### config.mk
export PLATFORM = sky130hd
export DESIGN_NAME = flag_setting_alu_with_register_file_unit
export DESIGN_NICKNAME = d
export VERILOG_FILES = /design/src/rtl/fsa_pkg.sv /design/src/rtl/flag_setting_alu_with_register_file_unit.sv /design/src/rtl/fsa_regfile.sv /design/src/rtl/fsa_alu.sv
export SDC_FILE = /design/constraint.sdc
export NUM_CORES = 1
export LEC_CHECK = 0
export BUFFER_PORTS_ARGS = -buffer_cell sky130_fd_sc_hd__buf_2
export CAP_MARGIN = 20
export CORE_ASPECT_RATIO = 1.1
export CORE_MARGIN = 10
export CORE_UTILIZATION = 41
export CTS_CLUSTER_DIAMETER = 50
export DETAILED_ROUTE_END_ITERATION = 10
export PLACE_DENSITY = 0.65
export SYNTH_ARGS = -nofsm -noshare
export SYNTH_HDL_FRONTEND = slang
export SYNTH_SLANG_ARGS = --single-unit
### constraint.sdc
create_clock -name i_clk -period 20.1 [get_ports i_clk]
set_input_delay 1.005 -clock i_clk [delete_from_list [all_inputs] [get_ports i_clk]]
set_output_delay 1.005 -clock i_clk [all_outputs]
set_load 0.02 [all_outputs]
### src/rtl/fsa_pkg.sv
package fsa_pkg;

    localparam int NUM_REGS = 8;
    localparam int RF_AW    = (NUM_REGS > 1) ? $clog2(NUM_REGS) : 1;
    localparam int DW       = 32;
    localparam int IDX_W    = 3;
    localparam int MODE_W   = 4;

    localparam logic [MODE_W-1:0] MODE_MOV = 4'd0;
    localparam logic [MODE_W-1:0] MODE_ADD = 4'd1;
    localparam logic [MODE_W-1:0] MODE_SUB = 4'd2;
    localparam logic [MODE_W-1:0] MODE_AND = 4'd3;
    localparam logic [MODE_W-1:0] MODE_ORR = 4'd4;
    localparam logic [MODE_W-1:0] MODE_EOR = 4'd5;
    localparam logic [MODE_W-1:0] MODE_LSL = 4'd6;
    localparam logic [MODE_W-1:0] MODE_LSR = 4'd7;
    localparam logic [MODE_W-1:0] MODE_ASR = 4'd8;

    localparam logic [DW-1:0] SIGN_LIMIT = 32'h7fff_ffff;

    typedef struct packed {
        logic n;
        logic z;
        logic c;
        logic v;
    } t_flags;

    typedef struct packed {
        logic [DW-1:0] value;
        t_flags        flags;
        logic          wr;
    } t_alu_res;

    function automatic logic rf_hit(logic [IDX_W-1:0] idx);
        return int'(idx) < NUM_REGS;
    endfunction

    function automatic logic [RF_AW-1:0] rf_addr(logic [IDX_W-1:0] idx);
        return RF_AW'(idx);
    endfunction

endpackage

### src/rtl/flag_setting_alu_with_register_file_unit.sv
// two stages: an accepted request goes through the stage one registers, then the output register
// throughput: one request per cycle unless stalled; register read, alu and write back overlap
// the register file is a synchronous memory with a registered read; a same-cycle write is forwarded
// reset (synchronous, active low) empties the pipeline, zeroes the flags and marks all registers
// unwritten, so they read as zero; no clearing pass is needed
module flag_setting_alu_with_register_file_unit (
    input  logic                       i_clk,
    input  logic                       i_rst_n,
    input  logic                       i_in_valid,
    output logic                       o_in_stall,
    input  logic [fsa_pkg::MODE_W-1:0] i_mode,
    input  logic [fsa_pkg::IDX_W-1:0]  i_dest_reg,
    input  logic [fsa_pkg::IDX_W-1:0]  i_first_source,
    input  logic [fsa_pkg::IDX_W-1:0]  i_second_source,
    input  logic [fsa_pkg::DW-1:0]     i_immediate_value,
    output logic                       o_out_valid,
    input  logic                       i_out_stall,
    output logic [fsa_pkg::DW-1:0]     o_result_value,
    output logic                       o_flag_negative,
    output logic                       o_flag_zero,
    output logic                       o_flag_carry,
    output logic                       o_flag_overflow
);
    import fsa_pkg::*;

    logic              r_s1_vld;
    logic [MODE_W-1:0] r_s1_mode;
    logic [IDX_W-1:0]  r_s1_rd;
    logic [DW-1:0]     r_s1_imm;
    t_flags            r_flags;
    logic              r_out_vld;
    logic [DW-1:0]     r_out_value;
    t_flags            r_out_flags;

    logic              adv;
    logic              fire;
    logic              accept;
    logic [DW-1:0]     op_a;
    logic [DW-1:0]     op_b;
    t_alu_res          res;

    assign adv        = !r_out_vld || !i_out_stall;
    assign fire       = r_s1_vld && adv;
    assign o_in_stall = r_s1_vld && !adv;
    assign accept     = i_in_valid && !o_in_stall;

    fsa_regfile u_rf (
        .i_clk   (i_clk),
        .i_rst_n (i_rst_n),
        .i_rd_en (accept),
        .i_ra    (i_first_source),
        .i_rb    (i_second_source),
        .o_da    (op_a),
        .o_db    (op_b),
        .i_wr_en (fire && res.wr),
        .i_wa    (r_s1_rd),
        .i_wd    (res.value)
    );

    fsa_alu u_alu (
        .i_mode  (r_s1_mode),
        .i_a     (op_a),
        .i_b     (op_b),
        .i_imm   (r_s1_imm),
        .i_flags (r_flags),
        .o_res   (res)
    );

    always_ff @(posedge i_clk) begin
        if (!i_rst_n) begin
            r_s1_vld  <= 1'b0;
            r_out_vld <= 1'b0;
            r_flags   <= '0;
        end else begin
            if (accept) begin
                r_s1_vld <= 1'b1;
            end else if (fire) begin
                r_s1_vld <= 1'b0;
            end
            if (adv) begin
                r_out_vld <= r_s1_vld;
            end
            if (fire && res.wr) begin
                r_flags <= res.flags;
            end
        end
    end

    always_ff @(posedge i_clk) begin
        if (accept) begin
            r_s1_mode <= i_mode;
            r_s1_rd   <= i_dest_reg;
            r_s1_imm  <= i_immediate_value;
        end
        if (fire) begin
            r_out_value <= res.value;
            r_out_flags <= res.flags;
        end
    end

    assign o_out_valid     = r_out_vld;
    assign o_result_value  = r_out_value;
    assign o_flag_negative = r_out_flags.n;
    assign o_flag_zero     = r_out_flags.z;
    assign o_flag_carry    = r_out_flags.c;
    assign o_flag_overflow = r_out_flags.v;

endmodule

### src/rtl/fsa_regfile.sv
module fsa_regfile (
    input  logic                   i_clk,
    input  logic                   i_rst_n,
    input  logic                   i_rd_en,
    input  logic [fsa_pkg::IDX_W-1:0] i_ra,
    input  logic [fsa_pkg::IDX_W-1:0] i_rb,
    output logic [fsa_pkg::DW-1:0]    o_da,
    output logic [fsa_pkg::DW-1:0]    o_db,
    input  logic                   i_wr_en,
    input  logic [fsa_pkg::IDX_W-1:0] i_wa,
    input  logic [fsa_pkg::DW-1:0]    i_wd
);
    import fsa_pkg::*;

    logic [DW-1:0]       r_mem [NUM_REGS];
    logic [NUM_REGS-1:0] r_valid;
    logic [DW-1:0]       r_da;
    logic [DW-1:0]       r_db;
    logic                r_va;
    logic                r_vb;
    logic                wr_ok;
    logic                fwd_a;
    logic                fwd_b;

    assign wr_ok = i_wr_en && rf_hit(i_wa);
    assign fwd_a = wr_ok && (i_wa == i_ra);
    assign fwd_b = wr_ok && (i_wa == i_rb);

    always_ff @(posedge i_clk) begin
        if (wr_ok) begin
            r_mem[rf_addr(i_wa)] <= i_wd;
        end
        if (i_rd_en) begin
            r_da <= fwd_a ? i_wd : r_mem[rf_addr(i_ra)];
            r_db <= fwd_b ? i_wd : r_mem[rf_addr(i_rb)];
        end
    end

    // entries never written read as zero
    always_ff @(posedge i_clk) begin
        if (!i_rst_n) begin
            r_valid <= '0;
            r_va    <= 1'b0;
            r_vb    <= 1'b0;
        end else begin
            if (wr_ok) begin
                r_valid[rf_addr(i_wa)] <= 1'b1;
            end
            if (i_rd_en) begin
                r_va <= rf_hit(i_ra) && (fwd_a || r_valid[rf_addr(i_ra)]);
                r_vb <= rf_hit(i_rb) && (fwd_b || r_valid[rf_addr(i_rb)]);
            end
        end
    end

    assign o_da = r_va ? r_da : '0;
    assign o_db = r_vb ? r_db : '0;

endmodule

### src/rtl/fsa_alu.sv
module fsa_alu (
    input  logic [fsa_pkg::MODE_W-1:0] i_mode,
    input  logic [fsa_pkg::DW-1:0]     i_a,
    input  logic [fsa_pkg::DW-1:0]     i_b,
    input  logic [fsa_pkg::DW-1:0]     i_imm,
    input  fsa_pkg::t_flags            i_flags,
    output fsa_pkg::t_alu_res          o_res
);
    import fsa_pkg::*;

    logic [DW:0]   sum;
    logic [DW:0]   dif;
    logic [DW:0]   lsl_w;
    logic [DW:0]   lsr_w;
    logic [DW:0]   asr_w;
    logic [7:0]    amt;
    logic [5:0]    sh;
    logic          amt_zero;
    logic          amt_big;
    logic [DW-1:0] r;
    t_flags        f;
    logic          setnz;
    logic          wr;

    assign amt      = i_b[7:0];
    assign amt_zero = (amt == 8'd0);
    assign amt_big  = (amt > 8'd32);
    assign sh       = amt_big ? 6'd32 : amt[5:0];

    assign sum   = {1'b0, i_a} + {1'b0, i_b};
    assign dif   = {1'b0, i_a} + {1'b0, ~i_b} + {{DW{1'b0}}, 1'b1};
    assign lsl_w = {1'b0, i_a} << sh;
    assign lsr_w = {i_a, 1'b0} >> sh;
    assign asr_w = $unsigned($signed({i_a, 1'b0}) >>> sh);

    always_comb begin
        r     = '0;
        f     = i_flags;
        setnz = 1'b1;
        wr    = 1'b1;
        case (i_mode)
            MODE_MOV: begin
                r     = i_imm;
                setnz = 1'b0;
            end
            MODE_ADD: begin
                r   = sum[DW-1:0];
                f.c = sum[DW];
                f.v = i_a[DW-1] ~^ i_b[DW-1] && (r[DW-1] != i_a[DW-1]);
            end
            MODE_SUB: begin
                r   = dif[DW-1:0];
                f.c = dif[DW];
                f.v = (i_a[DW-1] ^ i_b[DW-1]) && (r[DW-1] != i_a[DW-1]);
            end
            MODE_AND: r = i_a & i_b;
            MODE_ORR: r = i_a | i_b;
            MODE_EOR: r = i_a ^ i_b;
            MODE_LSL: begin
                if (amt_zero) begin
                    r = i_a;
                end else if (amt_big) begin
                    r   = '0;
                    f.c = 1'b0;
                end else begin
                    r   = lsl_w[DW-1:0];
                    f.c = lsl_w[DW];
                end
            end
            MODE_LSR: begin
                if (amt_zero) begin
                    r = i_a;
                end else if (amt_big) begin
                    r   = '0;
                    f.c = 1'b0;
                end else begin
                    r   = lsr_w[DW:1];
                    f.c = lsr_w[0];
                end
            end
            MODE_ASR: begin
                if (amt_zero) begin
                    r = i_a;
                end else begin
                    r   = asr_w[DW:1];
                    f.c = asr_w[0];
                end
            end
            default: begin
                setnz = 1'b0;
                wr    = 1'b0;
            end
        endcase
        if (setnz) begin
            f.n = r > SIGN_LIMIT;
            f.z = (r == '0);
        end
    end

    assign o_res.value = r;
    assign o_res.flags = f;
    assign o_res.wr    = wr;

endmodule

# ---- Word level (Yosys, flattened, before mapping)
# Memories as Yosys holds them, arrays and structs flattened. A register that Yosys moved wholly into a read port is not among the register bits.
# Cells that the tools add are included.
dict set report totals {
  register_bits 91
  ramBits 256
  inputBits 49
  out_inout_bits 38
  word_cells 100
  memories 1
}
# memory depth width read_ports rd_clocked_by_memory_dff wr line
set memory_table {}
lappend memory_table {u_rf.r_mem 8 32 2 2 1 fsa_regfile.sv:15} ;# logic [DW-1:0] r_mem [NUM_REGS];
dict set report op_classes {
  n_addsub 3
  order_cmp 6
  eq_ne 12
  shift 3
  mux 29
  bitwise 7
  reduce_logical 22
}
# operator n
set op_table {}
lappend op_table {{32-bit case mux with 9 select lines} 1}
lappend op_table {{32-bit 2-to-1 mux} 7}
lappend op_table {{32-bit by 32-bit adder with 33-bit output} 2}
lappend op_table {{33-bit by 1-bit adder with 33-bit output (second input constant)} 1}
lappend op_table {{32-bit by 6-bit << shifter with 33-bit output} 1}
lappend op_table {{33-bit by 6-bit right shift with 33-bit output} 1}
lappend op_table {{33-bit by 6-bit >>> shifter with 33-bit output} 1}
lappend op_table {{32-bit bitwise AND} 1}
lappend op_table {{32-bit by 31-bit greater-than comparator with 1-bit output (second input constant)} 1}
lappend op_table {{32-bit zero test} 1}
lappend op_table {{32-bit NOT} 1}
lappend op_table {{32-bit OR} 1}
lappend op_table {{32-bit bitwise XOR} 1}
lappend op_table {{4-bit by 3-bit == test with 1-bit output (second input constant)} 4}
lappend op_table {{1-bit 2-to-1 mux} 14}
lappend op_table {{3-bit by 4-bit < comparator with 1-bit output (second input constant)} 3}
lappend op_table {{1-bit logical AND} 9}
lappend op_table {{9-bit OR reduction} 1}
lappend op_table {{4-bit by 2-bit == test with 1-bit output (second input constant)} 2}
lappend op_table {{8-bit by 6-bit greater-than comparator with 1-bit output (second input constant)} 1}
lappend op_table {{8-bit zero test} 1}
lappend op_table {{8-bit OR} 1}
lappend op_table {{8-bit OR reduction} 1}
lappend op_table {{1-bit binary-select mux with 3-bit select} 2}
lappend op_table {{other kinds (16)} 23}

# ---- Longest topological paths before layout
dict set report depth {
  ltp_word 9
  mapped_depth 21
  ltp_nobuf 17
}

# ---- Hierarchy
# From an unflattened synthesis, not the netlist that was laid out.
dict set report hier_totals {
  cells_unflattened 2531
  hier_area_um2 28468.6
}
# module instances cells_each area_per_inst_um2 seq_area_each_um2
set modules_own_cells {}
lappend modules_own_cells {fsa_regfile 1 740 15193.3 9809.4}
lappend modules_own_cells {fsa_alu 1 1689 10765.3 0.0}
lappend modules_own_cells {flag_setting_alu_with_register_file_unit 1 102 2509.9 2372.3}

# ---- Worst setup path after synthesis
# Ideal clock, no wire load.
dict set report synth_timing {
  kind {input -> register}
  start {in i_out_stall}
  end {mem u_rf.r_mem[0][0], enable pin}
  setup_time_ns 0.505
  t_arrival_ns 7.664
  required_time_ns 19.595
  slack_ns 11.931
  path_stages 3
  path_buffers 0
  path_cell_list {a21boi_0 > nand2_1 > nor4_1}
}
dict set report synth_via {
  elab_chain_len 6
}
# element line
set synth_lines {}
lappend synth_lines {{from (decl)} flag_setting_alu_with_register_file_unit.sv:17} ;# input logic i_out_stall,
lappend synth_lines {{1-bit zero test} flag_setting_alu_with_register_file_unit.sv:42} ;# assign adv = !r_out_vld || !i_out_stall;
lappend synth_lines {{1-bit logical OR} flag_setting_alu_with_register_file_unit.sv:42}
lappend synth_lines {{1-bit logical AND} flag_setting_alu_with_register_file_unit.sv:43} ;# assign fire = r_s1_vld && adv;
lappend synth_lines {{1-bit logical AND} flag_setting_alu_with_register_file_unit.sv:55} ;# .i_wr_en (fire && res.wr),
lappend synth_lines {{1-bit 2-to-1 mux} fsa_regfile.sv:30} ;# if (wr_ok) begin
lappend synth_lines {{1-bit 2-to-1 mux (implied by the code)} fsa_regfile.sv:31} ;# r_mem[rf_addr(i_wa)] <= i_wd;
lappend synth_lines {{to (decl)} fsa_regfile.sv:15}
# Every way passes these cells.

==> results.toml <==
[synth]
synthesis.yosys.warnings = 0
yosys.area.top_type = "sky130_fd_sc_hd__edfxtp_1"
ys_dominant_reg_cell = "sky130_fd_sc_hd__edfxtp_1"
synth.top_cells.by_area = "sky130_fd_sc_hd__edfxtp_1 (41%), sky130_fd_sc_hd__mux4_2 (10%), sky130_fd_sc_hd__a21oi_1 (4.9%)"
most_frequent_cell_after_synthesis = "sky130_fd_sc_hd__edfxtp_1"
synth_async_sr_flop_share_pct = 0
syn-mean-instance-area_um2 = 10.3
synth_enable_flop_cells = 395
syn_nets = 2971
mappedNetlistArea_mm2 = 0.0291
yosys.cell_types.count = 96
synth_sequential_area_ratio_pct = 41.9
ys_seq_elements = 411
netlist_top_cells_count = "sky130_fd_sc_hd__edfxtp_1 (395), sky130_fd_sc_hd__a21oi_1 (283), sky130_fd_sc_hd__nor2_1 (244)"
area_share_of_the_leading_cell_type_in_the_synthesized_netlist_pct = 40.8
post_synth_inst_count = 2824

[clock_tree]
worstSkewPairLatency_ps = 650
cts_htree_levels = 2
cts_post_setup_buffers_inserted = 0
postCtsHoldBufs = 0
tritoncts.num_buffers = 50
cts_root_buf = "sky130_fd_sc_hd__clkbuf_16"
cts-resized-gates = 0
cts_tree = "yes"
cts.sinks = 411
clock_transition_at_path_regs_ps = 60
clk_path_buf_depth = 3

[grt]
grt_start_max_net_pins = 139
number_of_global_route_vias_before_repair = 25500
global_route.usage.met2_pct = 53.9
track_usage_pct = 34.7
grt_pass1_wl_um = 203000
grt_antenna_before_repair = 6
grt_busiest_layer = "met2"
gr-total-overflow = 0
groute.layer.met1.usage_pct = 44.6
global_route.usage.met3_pct = 5.65

[setup_path]
cpMaxStageDelayCell = "sky130_fd_sc_hd__or4_1"
setup.worst_path.end_class = "flip-flop"
required_time_reported_for_the_critical_path_endpoint_ps = 20670
slowest_delay_ps = 680
worstSetupPathType = "reg -> reg"
timing.critical_path.cells = "buf_4 > buf_4 > nand2_1 > inv_1 > ha_1 > nand4_1 > or4_1 > a21o_1 > a31oi_1 > a21boi_0 > o21a_1 > a221o_1 > a211o_1 > nor2_1 > nand4_1 > nor4b_2 > a31o_1"
timing.critical_path.from_type = "flip-flop"
critical_path_arrival_ps = 7320
critPathMaxFanout = 49

[finish]
area.growth.synth_to_final_pct = 11.4
finalNetCount = 2988
fillCellCount = 6572
finalNonFillerCells = 3820
final_layout_size_suffix_gt1_share_pct = 16.7

[sta]
rsz0062_at_grt = "no"
finalClockSkew_ps = 48.6
fin_setup_tns_ps = 0
hold_viol_final = 0
final_report_max_slew_violation_count = 0
timing_worst_slew_pin_value_ps = 1130
period_needed_ps = 6750
finalSetupViolations = 0
min_period_over_period_pct = 33.6
fmaxAchievable_ghz = 0.148
max_slew_margin_pct = 23.8

[floorplanning]
die_height_um = 299
num_rows = 102
core_area_mm2 = 0.0703
die_width_um = 274
ios = 87
initial_core_util_pct = 41.4
dieArea_mm2 = 0.0820

[pwr]
static-leakage-power_nw = 12.0
vdd.ir_drop.worst_mv = 0.0880
power_per_cell_area_mw_per_mm2 = 73.2

[routing]
drt_first_pass_iters = 6
drtIter0Drc = 3916
antenna_violating_nets_post_route = 0
average_vias_per_placed_instance = 6.95
dr_total_vias = 26600
wl_per_cell_um = 38.1
drt-total-wl_um = 146000
drc = 0

[min_path]
min-delay-path-class = "reg -> reg"

[placement]
gp_routability_congestion = 1.05
detailed_place_hpwl_um = 108000
numPlacedInstances = 3723
portBuffers = 86

[status]
status = "finished, final reports clean"

[run]
cap_violations = 0
==> registers in the layout, summed over array words and instances (netlist names), 3 cells and up <==
name and cells:
u_rf.r_mem 256, u_rf.r_da 32, r_flags 4, r_s1_rd 3, u_rf.r_valid 8, r_s1_mode 4, r_s1_imm 32, u_rf.r_db 32
o_result_value 32
==> routing by layer <==
metal  vias up  part of all wire [%]  wire length, um
met3       434                   8.5            12300
met1     13300                    38            56000
met5         -                     0                0
li1      11100                     -                -
met2      1757                    45            66000
met4         0                   7.7            11200
==> cell usage in the layout, fill, tap and decap left out, types with 13 or more instances in the layout <==
master,Yosys,routed
sky130_fd_sc_hd__nand3_1,81,81
sky130_fd_sc_hd__buf_4,4,106
sky130_fd_sc_hd__nor3_1,70,65
sky130_fd_sc_hd__inv_1,110,110
sky130_fd_sc_hd__edfxtp_1,395,395
sky130_fd_sc_hd__a21oi_1,283,283
sky130_fd_sc_hd__dfxtp_1,16,15
sky130_fd_sc_hd__nor2b_1,22,21
sky130_fd_sc_hd__o32ai_1,26,26
sky130_fd_sc_hd__a211oi_1,36,36
sky130_fd_sc_hd__mux2_2,15,15
sky130_fd_sc_hd__xnor2_1,23,23
sky130_fd_sc_hd__buf_2,40,88
sky130_fd_sc_hd__nand2b_1,27,27
sky130_fd_sc_hd__o221ai_1,24,23
sky130_fd_sc_hd__clkbuf_16,0,50
sky130_fd_sc_hd__nor2_1,244,238
sky130_fd_sc_hd__a221oi_1,21,21
sky130_fd_sc_hd__o21ai_0,127,125
sky130_fd_sc_hd__ha_1,96,96
sky130_fd_sc_hd__o21a_1,21,21
sky130_fd_sc_hd__o22ai_1,44,44
sky130_fd_sc_hd__a2111oi_0,15,14
sky130_fd_sc_hd__o31ai_1,23,23
sky130_fd_sc_hd__o211ai_1,27,27
sky130_fd_sc_hd__o2111ai_1,15,15
sky130_fd_sc_hd__nand2_1,182,182
sky130_fd_sc_hd__nor4_1,27,24
sky130_fd_sc_hd__a21o_1,23,23
sky130_fd_sc_hd__a31oi_1,47,47
sky130_fd_sc_hd__and2_1,24,24
sky130_fd_sc_hd__a22oi_1,26,26
sky130_fd_sc_hd__nand4_1,22,22
sky130_fd_sc_hd__mux4_2,135,135
sky130_fd_sc_hd__mux2i_1,113,113
sky130_fd_sc_hd__o21bai_1,13,13
==> area by class of cell <==
class	count	area (um2)	area share, %
repair buffers	198	1300	4.01
well taps	936	1170	3.61
clock buffers	61	1300	4.02
multi-input cells	2067	15700	48.5
clock inverters	32	319	0.985
diodes	2	5.00	0.0154
inverters	113	424	1.31
flip-flops and latches	411	12200	37.6
==> critical path: cells and delay by family (launching register included) <==
kind	cells	cell delay, ps
AO/OA/AOI/OAI	7	2410
adder cells (fa/ha/maj)	1	520
buffers and inverters	3	1160
flip-flops	1	320
AND/OR/NAND/NOR	6	2210
==> through the flow <==
step	hold WS [ps]	power, mW	util [%]	worst slack, ps	cell area (um2)
after floorplan	452	1.29	-	11930	29100
after global placement	460	1.49	43.7	13030	30700
after detailed placement	474	1.49	43.7	13630	30800
after CTS	484	2.37	46.0	13570	32400
after global routing	510	2.44	46.1	13170	32400
final	483	2.37	46.1	13350	32400
==> path summary, 6_finish.rpt <==
kind                              to               startpoint  depth (start not counted)  slack, ps
max          r_flags[2]$_SDFFE_PN0P_   u_rf.r_va$_SDFFE_PN0P_                         17      13350
min reg2reg  r_flags[3]$_SDFFE_PN0P_  r_flags[3]$_SDFFE_PN0P_                          2        480
min          r_flags[3]$_SDFFE_PN0P_  r_flags[3]$_SDFFE_PN0P_                          2        480
max reg2reg  r_flags[2]$_SDFFE_PN0P_   u_rf.r_va$_SDFFE_PN0P_                         17      13350
==> cells by family after synthesis <==
group,count (synthesis),synth area share [%]
flip-flops,411,41.9
adder cells (fa/ha/maj),98,4.27
AO/OA/AOI/OAI,901,20.5
AND/OR/NAND/NOR,779,12.9
XOR/XNOR,26,0.783
multiplexers,263,14.9
buffers and inverters,346,4.82
==> report_power, final <==
group / internal [mW] / switching, mW
Combinational: 0.144 / 0.336
Clock: 0.488 / 0.392
Sequential: 0.985 / 0.0274
Total: 1.62 / 0.756
No activity file was read; power rests on OpenSTA's default activity.
